File: src/hw/rtl/char_class_expander_defines.svh
// ----------------------------------------------------------------------------
// char_class_expander_defines.svh
// Assertion macros used by the char class expander top module.
// ----------------------------------------------------------------------------
`ifndef CHAR_CLASS_EXPANDER_DEFINES_SVH
`define CHAR_CLASS_EXPANDER_DEFINES_SVH

// Implication checked on every clock outside reset.
`define CCE_ASSERT_IMPL(lbl, ante, cons, msg) \
    lbl: assert property (@(posedge aclk) disable iff (!aresetn) (ante) |-> (cons)) \
        else $error(msg);

// Next-cycle implication.
`define CCE_ASSERT_NEXT(lbl, ante, cons, msg) \
    lbl: assert property (@(posedge aclk) disable iff (!aresetn) (ante) |=> (cons)) \
        else $error(msg);

// Condition that must never be seen.
`define CCE_ASSERT_NEVER(lbl, cond, msg) \
    lbl: assert property (@(posedge aclk) disable iff (!aresetn) !(cond)) \
        else $error(msg);

`endif

File: src/hw/rtl/cce_pkg.sv
// ----------------------------------------------------------------------------
// cce_pkg
// Types, codes and class tables for the char class expander.
// ----------------------------------------------------------------------------
package cce_pkg;

    localparam int MAX_OUT = 62;
    localparam int BUF_AW  = 6;
    localparam int NCLS    = 6;

    typedef enum logic [2:0] {
        MODE_IDLE, MODE_NORMAL, MODE_ESC, MODE_HELD, MODE_RANGE, MODE_LABEL
    } mode_t;

    typedef enum logic [2:0] {
        ST_IDLE, ST_PLAN, ST_GEN, ST_CHK, ST_RD, ST_OUT
    } ctl_state_t;

    localparam logic [2:0] CFG_CLOSE  = 3'd0;
    localparam logic [2:0] CFG_ESCAPE = 3'd1;
    localparam logic [2:0] CFG_RANGE  = 3'd2;
    localparam logic [2:0] CFG_CAP    = 3'd3;
    localparam logic [2:0] CFG_LABELS = 3'd4;

    localparam logic [1:0] STAT_RUNNING = 2'd0;
    localparam logic [1:0] STAT_CLOSE   = 2'd1;
    localparam logic [1:0] STAT_NUL     = 2'd2;
    localparam logic [1:0] STAT_BUDGET  = 2'd3;

    localparam logic [7:0] CH_LBRACK = 8'h5B;
    localparam logic [7:0] CH_RBRACK = 8'h5D;
    localparam logic [7:0] CH_COLON  = 8'h3A;

    localparam logic [7:0] CLS_TEXT [0:5][0:9] = '{
        '{"[", ":", "u", "p", "p", "e", "r", ":", "]", 8'h00},
        '{"[", ":", "l", "o", "w", "e", "r", ":", "]", 8'h00},
        '{"[", ":", "d", "i", "g", "i", "t", ":", "]", 8'h00},
        '{"[", ":", "a", "l", "p", "h", "a", ":", "]", 8'h00},
        '{"[", ":", "a", "l", "n", "u", "m", ":", "]", 8'h00},
        '{"[", ":", "x", "d", "i", "g", "i", "t", ":", "]"}
    };
    localparam logic [3:0] CLS_LEN   [0:5] = '{4'd9, 4'd9, 4'd9, 4'd9, 4'd9, 4'd10};
    localparam logic [1:0] CLS_NRUNS [0:5] = '{2'd1, 2'd1, 2'd1, 2'd2, 2'd3, 2'd3};
    localparam logic [7:0] CLS_LO [0:5][0:2] = '{
        '{"A", 8'h00, 8'h00}, '{"a", 8'h00, 8'h00}, '{"0", 8'h00, 8'h00},
        '{"a", "A", 8'h00},   '{"a", "A", "0"},     '{"0", "A", "a"}
    };
    localparam logic [7:0] CLS_HI [0:5][0:2] = '{
        '{"Z", 8'h00, 8'h00}, '{"z", 8'h00, 8'h00}, '{"9", 8'h00, 8'h00},
        '{"z", "Z", 8'h00},   '{"z", "Z", "9"},     '{"9", "F", "f"}
    };

    typedef struct packed {
        logic accept;
        logic plan;
        logic emit;
        logic finish;
        logic rd;
        logic zero;
        logic pop;
    } cce_cmd_t;

    typedef struct packed {
        logic skip;
        logic gen_more;
        logic wcnt_zero;
        logic outcome_nz;
        logic out_last;
    } cce_sts_t;

    // 1 lower, 2 upper, 3 digit, 0 other
    function automatic logic [1:0] cce_kind(input logic [7:0] c);
        logic [1:0] k;
        k = 2'd0;
        if (c >= "a" && c <= "z") k = 2'd1;
        else if (c >= "A" && c <= "Z") k = 2'd2;
        else if (c >= "0" && c <= "9") k = 2'd3;
        return k;
    endfunction

endpackage

File: src/hw/rtl/char_class_expander.sv
// ----------------------------------------------------------------------------
// char_class_expander
// Expands a bracket-expression spec, one char per transaction, into chars.
// ----------------------------------------------------------------------------
// channel | dir | handshake            | payload
// s_      | in  | s_valid / s_ready    | s_ch, s_start_req
// m_      | out | m_valid / m_ready    | m_out_char, m_char_valid, m_last, m_status
// cfg_    | in  | cfg_valid / cfg_ready| cfg_index, cfg_data (always ready)
//
// One input transaction at a time: accept, plan, then an emit loop (one char per
// cycle through the emit unit) and a finish step. A check state reads the first
// result; each result shows until m_ready takes it and the next one is read in
// the read state; a finished run with no results shows one empty marker result.
// A skipped input (idle or ended run) emits nothing. Reset is synchronous,
// active low; config returns to defaults. m_ready low simply holds the result.
// ----------------------------------------------------------------------------
`include "char_class_expander_defines.svh"

module char_class_expander #(
    parameter int LABEL_MAX = 12
) (
    input  logic        aclk,
    input  logic        aresetn,
    input  logic        s_valid,
    output logic        s_ready,
    input  logic [7:0]  s_ch,
    input  logic        s_start_req,
    output logic        m_valid,
    input  logic        m_ready,
    output logic [7:0]  m_out_char,
    output logic        m_char_valid,
    output logic        m_last,
    output logic [1:0]  m_status,
    input  logic        cfg_valid,
    output logic        cfg_ready,
    input  logic [2:0]  cfg_index,
    input  logic [15:0] cfg_data
);
    import cce_pkg::*;

    cce_cmd_t cmd;
    cce_sts_t sts;

    // config writes are always accepted and registered
    assign cfg_ready = 1'b1;

    // sequencer: owns both handshakes
    cce_ctrl u_ctrl (
        .aclk    (aclk),
        .aresetn (aresetn),
        .s_valid (s_valid),
        .s_ready (s_ready),
        .m_valid (m_valid),
        .m_ready (m_ready),
        .sts     (sts),
        .cmd     (cmd)
    );

    // parser state, label store, emit unit, result buffer
    cce_datapath #(
        .LABEL_MAX (LABEL_MAX)
    ) u_dp (
        .aclk         (aclk),
        .aresetn      (aresetn),
        .cfg_valid    (cfg_valid),
        .cfg_index    (cfg_index),
        .cfg_data     (cfg_data),
        .s_ch         (s_ch),
        .s_start_req  (s_start_req),
        .cmd          (cmd),
        .sts          (sts),
        .m_out_char   (m_out_char),
        .m_char_valid (m_char_valid),
        .m_last       (m_last),
        .m_status     (m_status)
    );

    // input side is closed while results drain
    `CCE_ASSERT_NEVER(a_no_overlap, s_ready && m_valid, "input open during drain")
    // an empty marker result only reports a finished run
    `CCE_ASSERT_IMPL(a_marker, m_valid && !m_char_valid,
                     m_last && (m_status != STAT_RUNNING), "bad marker result")
    // more results follow a non-last transaction
    `CCE_ASSERT_NEXT(a_more, m_valid && m_ready && !m_last, !s_ready, "drain stopped early")

endmodule

File: src/hw/rtl/cce_ctrl.sv
// ----------------------------------------------------------------------------
// cce_ctrl
// Sequencer: accept, plan, emit loop, finish, result drain.
// ----------------------------------------------------------------------------
module cce_ctrl (
    input  logic              aclk,
    input  logic              aresetn,
    input  logic              s_valid,
    output logic              s_ready,
    output logic              m_valid,
    input  logic              m_ready,
    input  cce_pkg::cce_sts_t sts,
    output cce_pkg::cce_cmd_t cmd
);
    import cce_pkg::*;

    ctl_state_t state_reg, state_next;

    always_ff @(posedge aclk) begin
        if (!aresetn) begin
            state_reg <= ST_IDLE;
        end else begin
            state_reg <= state_next;
        end
    end

    always_comb begin
        state_next = state_reg;
        cmd        = '0;
        s_ready    = 1'b0;
        m_valid    = 1'b0;
        case (state_reg)
            ST_IDLE: begin
                s_ready = 1'b1;
                if (s_valid) begin
                    cmd.accept = 1'b1;
                    state_next = ST_PLAN;
                end
            end
            ST_PLAN: begin
                if (sts.skip) begin
                    state_next = ST_IDLE;
                end else begin
                    cmd.plan   = 1'b1;
                    state_next = ST_GEN;
                end
            end
            ST_GEN: begin
                if (sts.gen_more) begin
                    cmd.emit = 1'b1;
                end else begin
                    cmd.finish = 1'b1;
                    state_next = ST_CHK;
                end
            end
            ST_CHK: begin
                if (!sts.wcnt_zero) begin
                    cmd.rd     = 1'b1;
                    state_next = ST_OUT;
                end else if (sts.outcome_nz) begin
                    cmd.zero   = 1'b1;
                    state_next = ST_OUT;
                end else begin
                    state_next = ST_IDLE;
                end
            end
            ST_RD: begin
                cmd.rd     = 1'b1;
                state_next = ST_OUT;
            end
            ST_OUT: begin
                m_valid = 1'b1;
                if (m_ready) begin
                    cmd.pop    = 1'b1;
                    state_next = sts.out_last ? ST_IDLE : ST_RD;
                end
            end
            default: begin
                state_next = ST_IDLE;
            end
        endcase
    end

endmodule

File: src/hw/rtl/cce_datapath.sv
// ----------------------------------------------------------------------------
// cce_datapath
// Config registers, parser state, label store, emit unit and result buffer.
// ----------------------------------------------------------------------------
module cce_datapath #(
    parameter int LABEL_MAX = 12
) (
    input  logic              aclk,
    input  logic              aresetn,
    input  logic              cfg_valid,
    input  logic [2:0]        cfg_index,
    input  logic [15:0]       cfg_data,
    input  logic [7:0]        s_ch,
    input  logic              s_start_req,
    input  cce_pkg::cce_cmd_t cmd,
    output cce_pkg::cce_sts_t sts,
    output logic [7:0]        m_out_char,
    output logic              m_char_valid,
    output logic              m_last,
    output logic [1:0]        m_status
);
    import cce_pkg::*;

    localparam int LCW = $clog2(LABEL_MAX + 1);
    localparam int LAW = $clog2(LABEL_MAX);

    // config
    logic [7:0]  close_reg, close_next, esc_reg, esc_next, rng_reg, rng_next;
    logic [15:0] cap_reg, cap_next;
    logic        lab_en_reg, lab_en_next;

    // parser state
    mode_t           mode_reg, mode_next;
    logic [7:0]      held_reg, held_next;
    logic [LCW-1:0]  lcnt_reg, lcnt_next;
    logic [7:0]      last_lab_reg, last_lab_next;
    logic [NCLS-1:0] match_reg, match_next;
    logic [15:0]     budget_reg, budget_next;
    logic            ended_reg, ended_next;
    logic [1:0]      outcome_reg, outcome_next;
    logic [7:0]      ch_reg, ch_next;

    // plan and emit
    logic [7:0]      lo_reg [0:2];
    logic [7:0]      lo_next [0:2];
    logic [7:0]      hi_reg [0:2];
    logic [7:0]      hi_next [0:2];
    logic [1:0]      nruns_reg, nruns_next, run_idx_reg, run_idx_next;
    logic            lit_reg, lit_next, tok_reg, tok_next, post_reg, post_next;
    logic [LCW-1:0]  lit_n_reg, lit_n_next, lit_idx_reg, lit_idx_next;
    logic [7:0]      tok_ch_reg, tok_ch_next, cur_reg, cur_next;

    // result buffer
    logic [BUF_AW-1:0] wcnt_reg, wcnt_next, rd_idx_reg, rd_idx_next;
    logic              out_cv_reg, out_cv_next, out_last_reg, out_last_next;
    logic [7:0]        rdata_reg;
    logic [7:0]        res_mem [0:(1<<BUF_AW)-1];
    logic              res_we;
    logic [7:0]        emit_ch;

    // label store
    logic [7:0]     lab_mem [0:LABEL_MAX-1];
    logic           lab_init, lab_we;

    // label resolve
    logic [NCLS-1:0] m_upd, rv;
    logic [LCW-1:0]  rn;
    logic            hit;
    logic [2:0]      hit_idx;
    logic            closes;

    always_comb begin
        for (int i = 0; i < NCLS; i++) begin
            m_upd[i] = match_reg[i] && (lcnt_reg < LCW'(CLS_LEN[i]))
                       && (CLS_TEXT[i][lcnt_reg[3:0]] == ch_reg);
        end
        closes = (ch_reg == CH_RBRACK) && (last_lab_reg == CH_COLON);
        if (ch_reg != 8'h00 && lcnt_reg < LCW'(LABEL_MAX)) begin
            rv = m_upd;
            rn = lcnt_reg + LCW'(1);
        end else begin
            rv = match_reg;
            rn = lcnt_reg;
        end
        hit     = 1'b0;
        hit_idx = 3'd0;
        for (int i = NCLS - 1; i >= 0; i--) begin
            if (rv[i] && rn == LCW'(CLS_LEN[i])) begin
                hit     = 1'b1;
                hit_idx = 3'(i);
            end
        end
    end

    assign emit_ch = lit_reg ? lab_mem[lit_idx_reg[LAW-1:0]] : cur_reg;

    always_comb begin
        close_next  = close_reg;  esc_next = esc_reg; rng_next = rng_reg;
        cap_next    = cap_reg;    lab_en_next = lab_en_reg;
        mode_next   = mode_reg;   held_next = held_reg; lcnt_next = lcnt_reg;
        last_lab_next = last_lab_reg; match_next = match_reg;
        budget_next = budget_reg; ended_next = ended_reg;
        outcome_next = outcome_reg; ch_next = ch_reg;
        lo_next     = lo_reg;     hi_next = hi_reg;
        nruns_next  = nruns_reg;  run_idx_next = run_idx_reg;
        lit_next    = lit_reg;    tok_next = tok_reg; post_next = post_reg;
        lit_n_next  = lit_n_reg;  lit_idx_next = lit_idx_reg;
        tok_ch_next = tok_ch_reg; cur_next = cur_reg;
        wcnt_next   = wcnt_reg;   rd_idx_next = rd_idx_reg;
        out_cv_next = out_cv_reg; out_last_next = out_last_reg;
        res_we = 1'b0; lab_init = 1'b0; lab_we = 1'b0;

        if (cfg_valid) begin
            case (cfg_index)
                CFG_CLOSE:  close_next  = cfg_data[7:0];
                CFG_ESCAPE: esc_next    = cfg_data[7:0];
                CFG_RANGE:  rng_next    = cfg_data[7:0];
                CFG_CAP:    cap_next    = cfg_data;
                CFG_LABELS: lab_en_next = cfg_data[0];
                default: ;
            endcase
        end

        if (cmd.accept) begin
            ch_next      = s_ch;
            outcome_next = STAT_RUNNING;
            wcnt_next    = '0;
            rd_idx_next  = '0;
            if (s_start_req) begin
                mode_next   = MODE_NORMAL;
                held_next   = 8'h00;
                lcnt_next   = '0;
                budget_next = cap_reg;
                ended_next  = 1'b0;
            end
        end

        if (cmd.plan) begin
            nruns_next = 2'd0; lit_next = 1'b0; tok_next = 1'b0; post_next = 1'b0;
            run_idx_next = 2'd0; lit_idx_next = '0; tok_ch_next = ch_reg;
            lo_next = '{8'h00, 8'h00, 8'h00}; hi_next = '{8'h00, 8'h00, 8'h00};
            case (mode_reg)
                MODE_ESC: begin
                    nruns_next = 2'd1;
                    if (ch_reg == 8'h00) begin
                        lo_next[0] = esc_reg; hi_next[0] = esc_reg; tok_next = 1'b1;
                    end else begin
                        lo_next[0] = ch_reg; hi_next[0] = ch_reg; post_next = 1'b1;
                    end
                end
                MODE_HELD: begin
                    if (ch_reg != 8'h00 && ch_reg == rng_reg) begin
                        mode_next = MODE_RANGE;
                    end else if (lab_en_reg && held_reg == CH_LBRACK && ch_reg == CH_COLON) begin
                        lab_init      = 1'b1;
                        lcnt_next     = LCW'(2);
                        last_lab_next = CH_COLON;
                        match_next    = '1;
                        mode_next     = MODE_LABEL;
                    end else begin
                        nruns_next = 2'd1; lo_next[0] = held_reg; hi_next[0] = held_reg;
                        tok_next = 1'b1;
                    end
                end
                MODE_RANGE: begin
                    nruns_next = 2'd1; lo_next[0] = held_reg; hi_next[0] = held_reg;
                    if (ch_reg > held_reg && cce_kind(held_reg) != 2'd0
                        && cce_kind(held_reg) == cce_kind(ch_reg)) begin
                        hi_next[0] = ch_reg; post_next = 1'b1;
                    end else if (ch_reg > held_reg) begin
                        tok_next = 1'b1;
                    end else if (ch_reg < held_reg) begin
                        nruns_next = 2'd2; lo_next[1] = rng_reg; hi_next[1] = rng_reg;
                        tok_next = 1'b1;
                    end else begin
                        post_next = 1'b1;
                    end
                end
                MODE_LABEL: begin
                    if (ch_reg != 8'h00 && lcnt_reg < LCW'(LABEL_MAX)) begin
                        lab_we        = 1'b1;
                        lcnt_next     = lcnt_reg + LCW'(1);
                        last_lab_next = ch_reg;
                        match_next    = m_upd;
                    end else begin
                        tok_next = 1'b1;
                    end
                    if (tok_next || closes) begin
                        lcnt_next = '0;
                        post_next = 1'b1;
                        if (hit) begin
                            nruns_next = CLS_NRUNS[hit_idx];
                            for (int r = 0; r < 3; r++) begin
                                lo_next[r] = CLS_LO[hit_idx][r];
                                hi_next[r] = CLS_HI[hit_idx][r];
                            end
                        end else begin
                            lit_next   = 1'b1;
                            lit_n_next = rn;
                        end
                    end
                end
                default: begin
                    tok_next = 1'b1;
                end
            endcase
            cur_next = lo_next[0];
        end

        if (cmd.emit) begin
            if (budget_reg == 16'd0) begin
                ended_next = 1'b1; mode_next = MODE_IDLE; outcome_next = STAT_BUDGET;
            end else begin
                if (wcnt_reg < BUF_AW'(MAX_OUT)) begin
                    res_we    = 1'b1;
                    wcnt_next = wcnt_reg + BUF_AW'(1);
                end
                budget_next = budget_reg - 16'd1;
                if (budget_reg == 16'd1) begin
                    ended_next = 1'b1; mode_next = MODE_IDLE; outcome_next = STAT_BUDGET;
                end
            end
            if (lit_reg) begin
                lit_idx_next = lit_idx_reg + LCW'(1);
            end else if (cur_reg == hi_reg[run_idx_reg]) begin
                run_idx_next = run_idx_reg + 2'd1;
                if (run_idx_reg != 2'd2) cur_next = lo_reg[run_idx_reg + 2'd1];
            end else begin
                cur_next = cur_reg + 8'd1;
            end
        end

        if (cmd.finish && !ended_reg) begin
            if (tok_reg) begin
                if (budget_reg == 16'd0) begin
                    ended_next = 1'b1; mode_next = MODE_IDLE; outcome_next = STAT_BUDGET;
                end else if (tok_ch_reg == 8'h00) begin
                    ended_next = 1'b1; mode_next = MODE_IDLE; outcome_next = STAT_NUL;
                end else if (tok_ch_reg == close_reg) begin
                    ended_next = 1'b1; mode_next = MODE_IDLE; outcome_next = STAT_CLOSE;
                end else if (tok_ch_reg == esc_reg) begin
                    mode_next = MODE_ESC;
                end else begin
                    held_next = tok_ch_reg; mode_next = MODE_HELD;
                end
            end else if (post_reg) begin
                mode_next = MODE_NORMAL;
            end
        end

        if (cmd.rd) begin
            out_cv_next   = 1'b1;
            out_last_next = (rd_idx_reg == wcnt_reg - BUF_AW'(1));
        end
        if (cmd.zero) begin
            out_cv_next   = 1'b0;
            out_last_next = 1'b1;
        end
        if (cmd.pop) begin
            rd_idx_next = rd_idx_reg + BUF_AW'(1);
        end
    end

    always_ff @(posedge aclk) begin
        if (!aresetn) begin
            close_reg   <= 8'd93;
            esc_reg     <= 8'd92;
            rng_reg     <= 8'd45;
            cap_reg     <= 16'd256;
            lab_en_reg  <= 1'b1;
            mode_reg    <= MODE_IDLE;
            held_reg    <= 8'h00;
            lcnt_reg    <= '0;
            budget_reg  <= 16'd256;
            ended_reg   <= 1'b0;
            outcome_reg <= STAT_RUNNING;
            wcnt_reg    <= '0;
            rd_idx_reg  <= '0;
        end else begin
            close_reg   <= close_next;
            esc_reg     <= esc_next;
            rng_reg     <= rng_next;
            cap_reg     <= cap_next;
            lab_en_reg  <= lab_en_next;
            mode_reg    <= mode_next;
            held_reg    <= held_next;
            lcnt_reg    <= lcnt_next;
            budget_reg  <= budget_next;
            ended_reg   <= ended_next;
            outcome_reg <= outcome_next;
            wcnt_reg    <= wcnt_next;
            rd_idx_reg  <= rd_idx_next;
        end
    end

    always_ff @(posedge aclk) begin
        last_lab_reg <= last_lab_next;
        match_reg    <= match_next;
        ch_reg       <= ch_next;
        lo_reg       <= lo_next;
        hi_reg       <= hi_next;
        nruns_reg    <= nruns_next;
        run_idx_reg  <= run_idx_next;
        lit_reg      <= lit_next;
        tok_reg      <= tok_next;
        post_reg     <= post_next;
        lit_n_reg    <= lit_n_next;
        lit_idx_reg  <= lit_idx_next;
        tok_ch_reg   <= tok_ch_next;
        cur_reg      <= cur_next;
        out_cv_reg   <= out_cv_next;
        out_last_reg <= out_last_next;
    end

    always_ff @(posedge aclk) begin
        if (lab_init) begin
            lab_mem[0] <= CH_LBRACK;
            lab_mem[1] <= CH_COLON;
        end
        if (lab_we) begin
            lab_mem[lcnt_reg[LAW-1:0]] <= ch_reg;
        end
    end

    always_ff @(posedge aclk) begin
        if (res_we) begin
            res_mem[wcnt_reg] <= emit_ch;
        end
        if (cmd.rd) begin
            rdata_reg <= res_mem[rd_idx_reg];
        end else if (cmd.zero) begin
            rdata_reg <= 8'h00;
        end
    end

    assign sts.skip       = ended_reg || (mode_reg == MODE_IDLE);
    assign sts.gen_more   = !ended_reg && (lit_reg ? (lit_idx_reg < lit_n_reg)
                                                   : (run_idx_reg < nruns_reg));
    assign sts.wcnt_zero  = (wcnt_reg == '0);
    assign sts.outcome_nz = (outcome_reg != STAT_RUNNING);
    assign sts.out_last   = out_last_reg;

    assign m_out_char   = rdata_reg;
    assign m_char_valid = out_cv_reg;
    assign m_last       = out_last_reg;
    assign m_status     = outcome_reg;

endmodule
File: config.mk
export PLATFORM = sky130hd
export DESIGN_NAME = char_class_expander
export DESIGN_NICKNAME = d
export VERILOG_FILES = /design/src/hw/rtl/cce_pkg.sv /design/src/hw/rtl/char_class_expander.sv /design/src/hw/rtl/cce_ctrl.sv /design/src/hw/rtl/cce_datapath.sv
export VERILOG_INCLUDE_DIRS = /design/src /design/src/hw/rtl
export SDC_FILE = /design/constraint.sdc
export NUM_CORES = 1
export LEC_CHECK = 0
export BUFFER_PORTS_ARGS = -buffer_cell sky130_fd_sc_hd__buf_2
export CAP_MARGIN = 20
export CORE_MARGIN = 2
export CORE_UTILIZATION = 30
export CTS_CLUSTER_SIZE = 10
export DETAILED_ROUTE_END_ITERATION = 8
export SYNTH_ARGS = -nofsm -noshare
export SYNTH_HDL_FRONTEND = slang
export SYNTH_HIERARCHICAL = 1
export SYNTH_SLANG_ARGS = --single-unit
File: constraint.sdc
create_clock -name aclk -period 6.6 [get_ports aclk]
set_input_delay 0.99 -clock aclk [delete_from_list [all_inputs] [get_ports aclk]]
set_output_delay 0.99 -clock aclk [all_outputs]
set_load 0.03 [all_outputs]
# ---- Word level (Yosys, flattened, before mapping)
# Memories as Yosys holds them, arrays and structs flattened. A register that Yosys moved wholly into a read port is not among the register bits.
# Cells that the tools add are included.
dict set report word_totals {
  memories 11
  rom_bits 1168
  ff_bits 201
  elab_cells 400
  mem_bits_rw 608
}
# name words width read_ports rd_ports_with_merged_regs wr line
set mem_list {}
lappend mem_list {u_dp.res_mem 64 8 1 1 1 cce_datapath.sv:57} ;# logic [7:0] res_mem [0:(1<<BUF_AW)-1];
lappend mem_list {{(name not given)} 8 24 1 0 0 cce_datapath.sv:194} ;# lo_next[r] = CLS_LO[hit_idx][r];
lappend mem_list {{(name not given)} 8 24 1 0 0 cce_datapath.sv:195} ;# hi_next[r] = CLS_HI[hit_idx][r];
lappend mem_list {{(name not given)} 16 8 1 0 0 cce_datapath.sv:75} ;# && (CLS_TEXT[i][lcnt_reg[3:0]] == ch_reg);
lappend mem_list {{(name not given)} 16 8 1 0 0 cce_datapath.sv:75}
lappend mem_list {{(name not given)} 16 8 1 0 0 cce_datapath.sv:75}
lappend mem_list {{+5 memories} n/a n/a n/a n/a n/a n/a}
dict set report classes {
  bitwise_logic 5
  n_lt_le_gt_ge 24
  reduce_logical 61
  n_eq_ne 39
  muxes 217
  add_sub_neg 8
}
# operator n
set op_table {}
lappend op_table {{8-bit 2-to-1 mux} 43}
lappend op_table {{24-bit 2-to-1 mux} 8}
lappend op_table {{3-bit 2-to-1 mux} 27}
lappend op_table {{8-bit == test} 10}
lappend op_table {{2-bit 2-to-1 mux} 33}
lappend op_table {{6-bit 2-to-1 mux} 11}
lappend op_table {{1-bit 2-to-1 mux} 65}
lappend op_table {{16-bit 2-to-1 mux} 4}
lappend op_table {{8-bit one-hot mux with 4 select lines} 2}
lappend op_table {{4-bit 2-to-1 mux} 12}
lappend op_table {{8-bit one-hot mux with 2 select lines} 3}
lappend op_table {{1-bit logical AND} 33}
lappend op_table {{8-bit binary-select mux with 2-bit select} 2}
lappend op_table {{8-bit by 7-bit >= comparator with 1-bit output, second input constant} 4}
lappend op_table {{8-bit by 7-bit less-or-equal comparator with 1-bit output, second input constant} 4}
lappend op_table {{3-bit by 2-bit == test with 1-bit output, second input constant} 6}
lappend op_table {{3-bit one-hot mux with 6 select lines} 1}
lappend op_table {{16-bit by 1-bit == test with 1-bit output, second input constant} 1}
lappend op_table {{8-bit by 6-bit == test with 1-bit output, second input constant} 2}
lappend op_table {{8-bit by 7-bit == test with 1-bit output, second input constant} 2}
lappend op_table {{8-bit by 6-bit >= comparator with 1-bit output, second input constant} 2}
lappend op_table {{8-bit by 6-bit less-or-equal comparator with 1-bit output, second input constant} 2}
lappend op_table {{16-bit zero test} 1}
lappend op_table {{8-bit zero test} 2}
lappend op_table {{other kinds (43)} 74}

# ---- Logic depth before layout (Yosys ltp)
dict set report logic_depth {
  ltp_word 26
  mapped_depth 17
  mapped_depth_nobuf 14
}

# ---- Hierarchy
# The synthesis kept the hierarchy.
# mod cells_each instances area_each_um2
set by_module_without_submodules {}
lappend by_module_without_submodules {cce_datapath 2213 1 34201.6}
lappend by_module_without_submodules {cce_ctrl 34 1 262.8}
lappend by_module_without_submodules {char_class_expander 2 1 11.3}

# ---- Worst setup path after synthesis
# Ideal clock, no wire load.
dict set report synth_path {
  path_kind {register -> register}
  start {register u_dp.mode_reg[0]}
  end {memory u_dp.lab_mem[3][0] (enable)}
  slack_ns 0.531
  synth_period_minus_slack_ns 6.069
  path_stages_with_launch 11
  required_time_ns 6.217
  arrival_ns 5.685
  n_path_buf 2
  path_cell_list {dfxtp_1 clkbuf_1 nor3_1 or2_2 nand2b_1 nor3_1 clkbuf_1 nand2_1 nor2_1 nand2_1 nor3_1}
}
# element line
set synth_lines {}
lappend synth_lines {{start: declaration} cce_datapath.sv:33} ;# mode_t mode_reg, mode_next;
lappend synth_lines {{start signal: assignment} cce_datapath.sv:285} ;# mode_reg <= mode_next;
lappend synth_lines {{end: declaration} cce_datapath.sv:62} ;# logic [7:0] lab_mem [0:LABEL_MAX-1];

==> impl_metrics.env <==
export IMPL_rsz0062_at_grt="no"
export IMPL_clock_latency_ns=0.66
export IMPL_synth_area_leaders="edfxtp_1 (60%), mux4_2 (13%), dfxtp_1 (6.5%), nand2_1 (2.1%), nor2_1 (1.9%)"
export IMPL_die_h_um=343
export IMPL_fin_crit_ns=4.97
export IMPL_tns_ns=0
export IMPL_yosys_warnings=6
export IMPL_hold_depth=2
export IMPL_worst_slew_pin_transition_ns=1.10
export IMPL_grt_antenna_before_repair=2
export IMPL_grt_pass1_vias=19600
export IMPL_start_util_pct=30.2
export IMPL_cp_data_arrival_time_ns=5.24
export IMPL_track_usage_pct=14.6
export IMPL_total_power_mw=11.2
export IMPL_viasPerCell=5.12
export IMPL_avgSynthCellArea_um2=15.3
export IMPL_fmax_ghz=0.201
export IMPL_path_max_fanout=28
export IMPL_synth_largest_area_cell="edfxtp_1"
export IMPL_min_from="u_dp/cap_reg[6]"
export IMPL_whs_endpoint="u_dp/cap_reg[6]"
export IMPL_routed_wl_um=85900
export IMPL_yosysMostFrequentCell="edfxtp_1"
export IMPL_dp_final_hpwl_um=55100
export IMPL_fin_worst_skew_ns=0.0507
export IMPL_worstSetupEndpointType="flop"
export IMPL_num_rows=124
export IMPL_final_nets=2382
export IMPL_gp_congestion=0.838
export IMPL_status="finished, final reports clean"
export IMPL_cts_path_max_buffers=3
export IMPL_n_antenna_cell=0
export IMPL_cp_required_ns=6.87
export IMPL_grt_pass1_wl_um=130000
export IMPL_yosysTopAreaCellShare_pct=59.8
export IMPL_gr_total_overflow=0
export IMPL_largest_register_ffs=512
export IMPL_post_cts_buffers=0
export IMPL_worst_r2r_endpoint="u_dp/res_mem[36][6]"
export IMPL_r2r_start="u_dp/lit_idx_reg[1]"
export IMPL_fill_cells=11000
export IMPL_wl_per_cell_um=22.1
export IMPL_power_density_nw_per_um2=287
export IMPL_worstSetupPathType="flop to flop"
export IMPL_ff2ff_setup_slack_ns=1.63
export IMPL_h_tree_depth=3
export IMPL_ys_seq_elements=799
export IMPL_finalCritPeriodShare_pct=75.2
export IMPL_drive_above_1_share_pct=18.4
export IMPL_cp_start_kind="flop"
export IMPL_worst_r2r_cell_count=12
export IMPL_ios=48
export IMPL_core_area_um2=114000
export IMPL_grt_max_degree=65
export IMPL_hold_path_class="flop to flop"
export IMPL_numPortBuffers=46
export IMPL_cts_resized=0
export IMPL_slew_viol_final=0
export IMPL_drc=0
export IMPL_area_growth_pct=13.7
export IMPL_ctsHoldBuffers=0
export IMPL_ys_seq_area_share_pct=66.3
export IMPL_dr_pass1_iters=5
export IMPL_cts_tree="yes"
export IMPL_dieArea_um2=118000
export IMPL_irDropWorstVdd_mv=0.215
export IMPL_yosysUniqueCellTypes=95
export IMPL_numCtsBuffers=92
export IMPL_syn_inst=2249
export IMPL_ys_async_sr_fraction_pct=0
export IMPL_cts_sinks=799
export IMPL_finalSetupViolCount=0
export IMPL_hold_violations=0
export IMPL_ant_nets=0
export IMPL_vias=19900
export IMPL_drt_iter0_markers=1672
export IMPL_cap_violations=0
export IMPL_syn_area_um2=34500
export IMPL_leakage_nw=12.4
export IMPL_path_clk_slew_ns=0.05
export IMPL_synth_edf_count=687
export IMPL_cts_root_buf="clkbuf_16"
export IMPL_synthFlopType="edfxtp_1"
export IMPL_slew_headroom_pct=26.5
export IMPL_synth_commonest_cells="edfxtp_1 (687), mux4_2 (192), nand2_1 (189), nor2_1 (179), dfxtp_1 (112)"
export IMPL_die_w_um=343
where the power goes:
group / internal [mW] / total, mW / switching [mW]
sequential: 5.76 / 5.83 / 0.0686
combinational: 0.205 / 0.765 / 0.561
clock: 2.68 / 4.65 / 1.97
total: 8.64 / 11.2 / 2.60
final cells by class:
cell class | count | area, µm² | share of cell area (%)
Inverter | 40 | 150 | 0.383
Clock buffer | 148 | 2540 | 6.48
Sequential cell | 799 | 22900 | 58.3
Tap cell | 1512 | 1890 | 4.82
Multi-Input combinational cell | 1302 | 11000 | 28.2
Timing Repair Buffer | 82 | 508 | 1.30
Clock inverter | 11 | 200 | 0.510
layer usage:
| layer | track usage, % | part of all wire (%) | routed length (µm) | vias to the layer above |
|---|---|---|---|---|
| met5 | 0 | 0.016 | 14 | - |
| met4 | 3.77 | 1.9 | 1670 | 2 |
| met3 | 2.37 | 6.2 | 5310 | 117 |
| met2 | 23.2 | 47 | 40300 | 708 |
| met1 | 20.8 | 45 | 38600 | 10200 |
| li1 | - | - | - | 8867 |
kinds of logic (layout without fill, tap and decap cells):
logic type	Yosys count	after routing	synth area share, %
fa+ha+maj	32	32	1.16
flops	799	799	66.3
simple gates	639	639	8.95
xor+xnor	70	70	1.78
mux	249	249	14.2
other cells	2	17	0.0218
compound gates	295	295	5.62
buf+inv	163	281	1.88
metrics by stage:
stage / setup slack [ns] / area, µm² / hold WS [ns] / instances / util [%]
floorplan: 0.531 / 34500 / 0.432 / 2264 / -
global placement: 1.66 / 36400 / 0.445 / 3731 / 31.9
detailed placement: 1.60 / 36500 / 0.448 / 3732 / 31.9
CTS: 1.61 / 39200 / 0.455 / 3891 / 34.3
global route: 1.35 / 39200 / 0.482 / 3894 / 34.3
finish: 1.63 / 39200 / 0.453 / 3894 / 34.3
cell usage in the layout (no fill, tap or decap), types with 7 or more instances in the layout:
cell type  count
edfxtp_1     687
mux4_2       192
nand2_1      189
nor2_1       179
dfxtp_1      108
clkbuf_16     92
a21oi_1       88
o21ai_0       69
clkbuf_1      53
nand3_1       50
buf_2         47
mux2i_1       46
xnor2_1       37
inv_1         34
xor2_1        33
and2_1        32
ha_1          32
buf_4         32
nor3_1        28
nor2b_1       24
nand2b_1      22
nand4_1       21
conb_1        17
a31oi_1       15
a211oi_1      14
or2_2         14
nor4_1        13
and3_1        11
o22ai_1       10
or3_1         10
mux2_2         9
a221oi_1       8
a21o_1         7
worst max-delay path, stage by stage (launching register included):
cell,delay [ns]
dfxtp_1,0.30
buf_4,0.34
ha_1,0.31
a21o_1,0.15
a21o_1,0.16
a21oi_1,0.17
a21oi_1,0.13
nor2_1,0.20
nor3b_2,0.18
buf_4,0.21
and2_0,0.66
nand4_1,0.89
nor2_1,0.88
worst max path at each step:
stage / startpoint / to / slack, ns / cells after the start
after floorplan: u_dp/mode_reg[0] / u_dp/lab_mem[3][0] / 0.53 / 10
after global placement: u_dp/lit_idx_reg[1] / u_dp/res_mem[60][7] / 1.66 / 12
after detailed placement: u_dp/lit_idx_reg[1] / u_dp/res_mem[36][6] / 1.60 / 12
after CTS: u_dp/lit_idx_reg[1] / u_dp/res_mem[61][5] / 1.61 / 12
after global routing: u_dp/lit_idx_reg[1] / u_dp/res_mem[61][7] / 1.35 / 12
final: u_dp/lit_idx_reg[1] / u_dp/res_mem[36][6] / 1.63 / 12
Power figures use the tool's default switching activity.
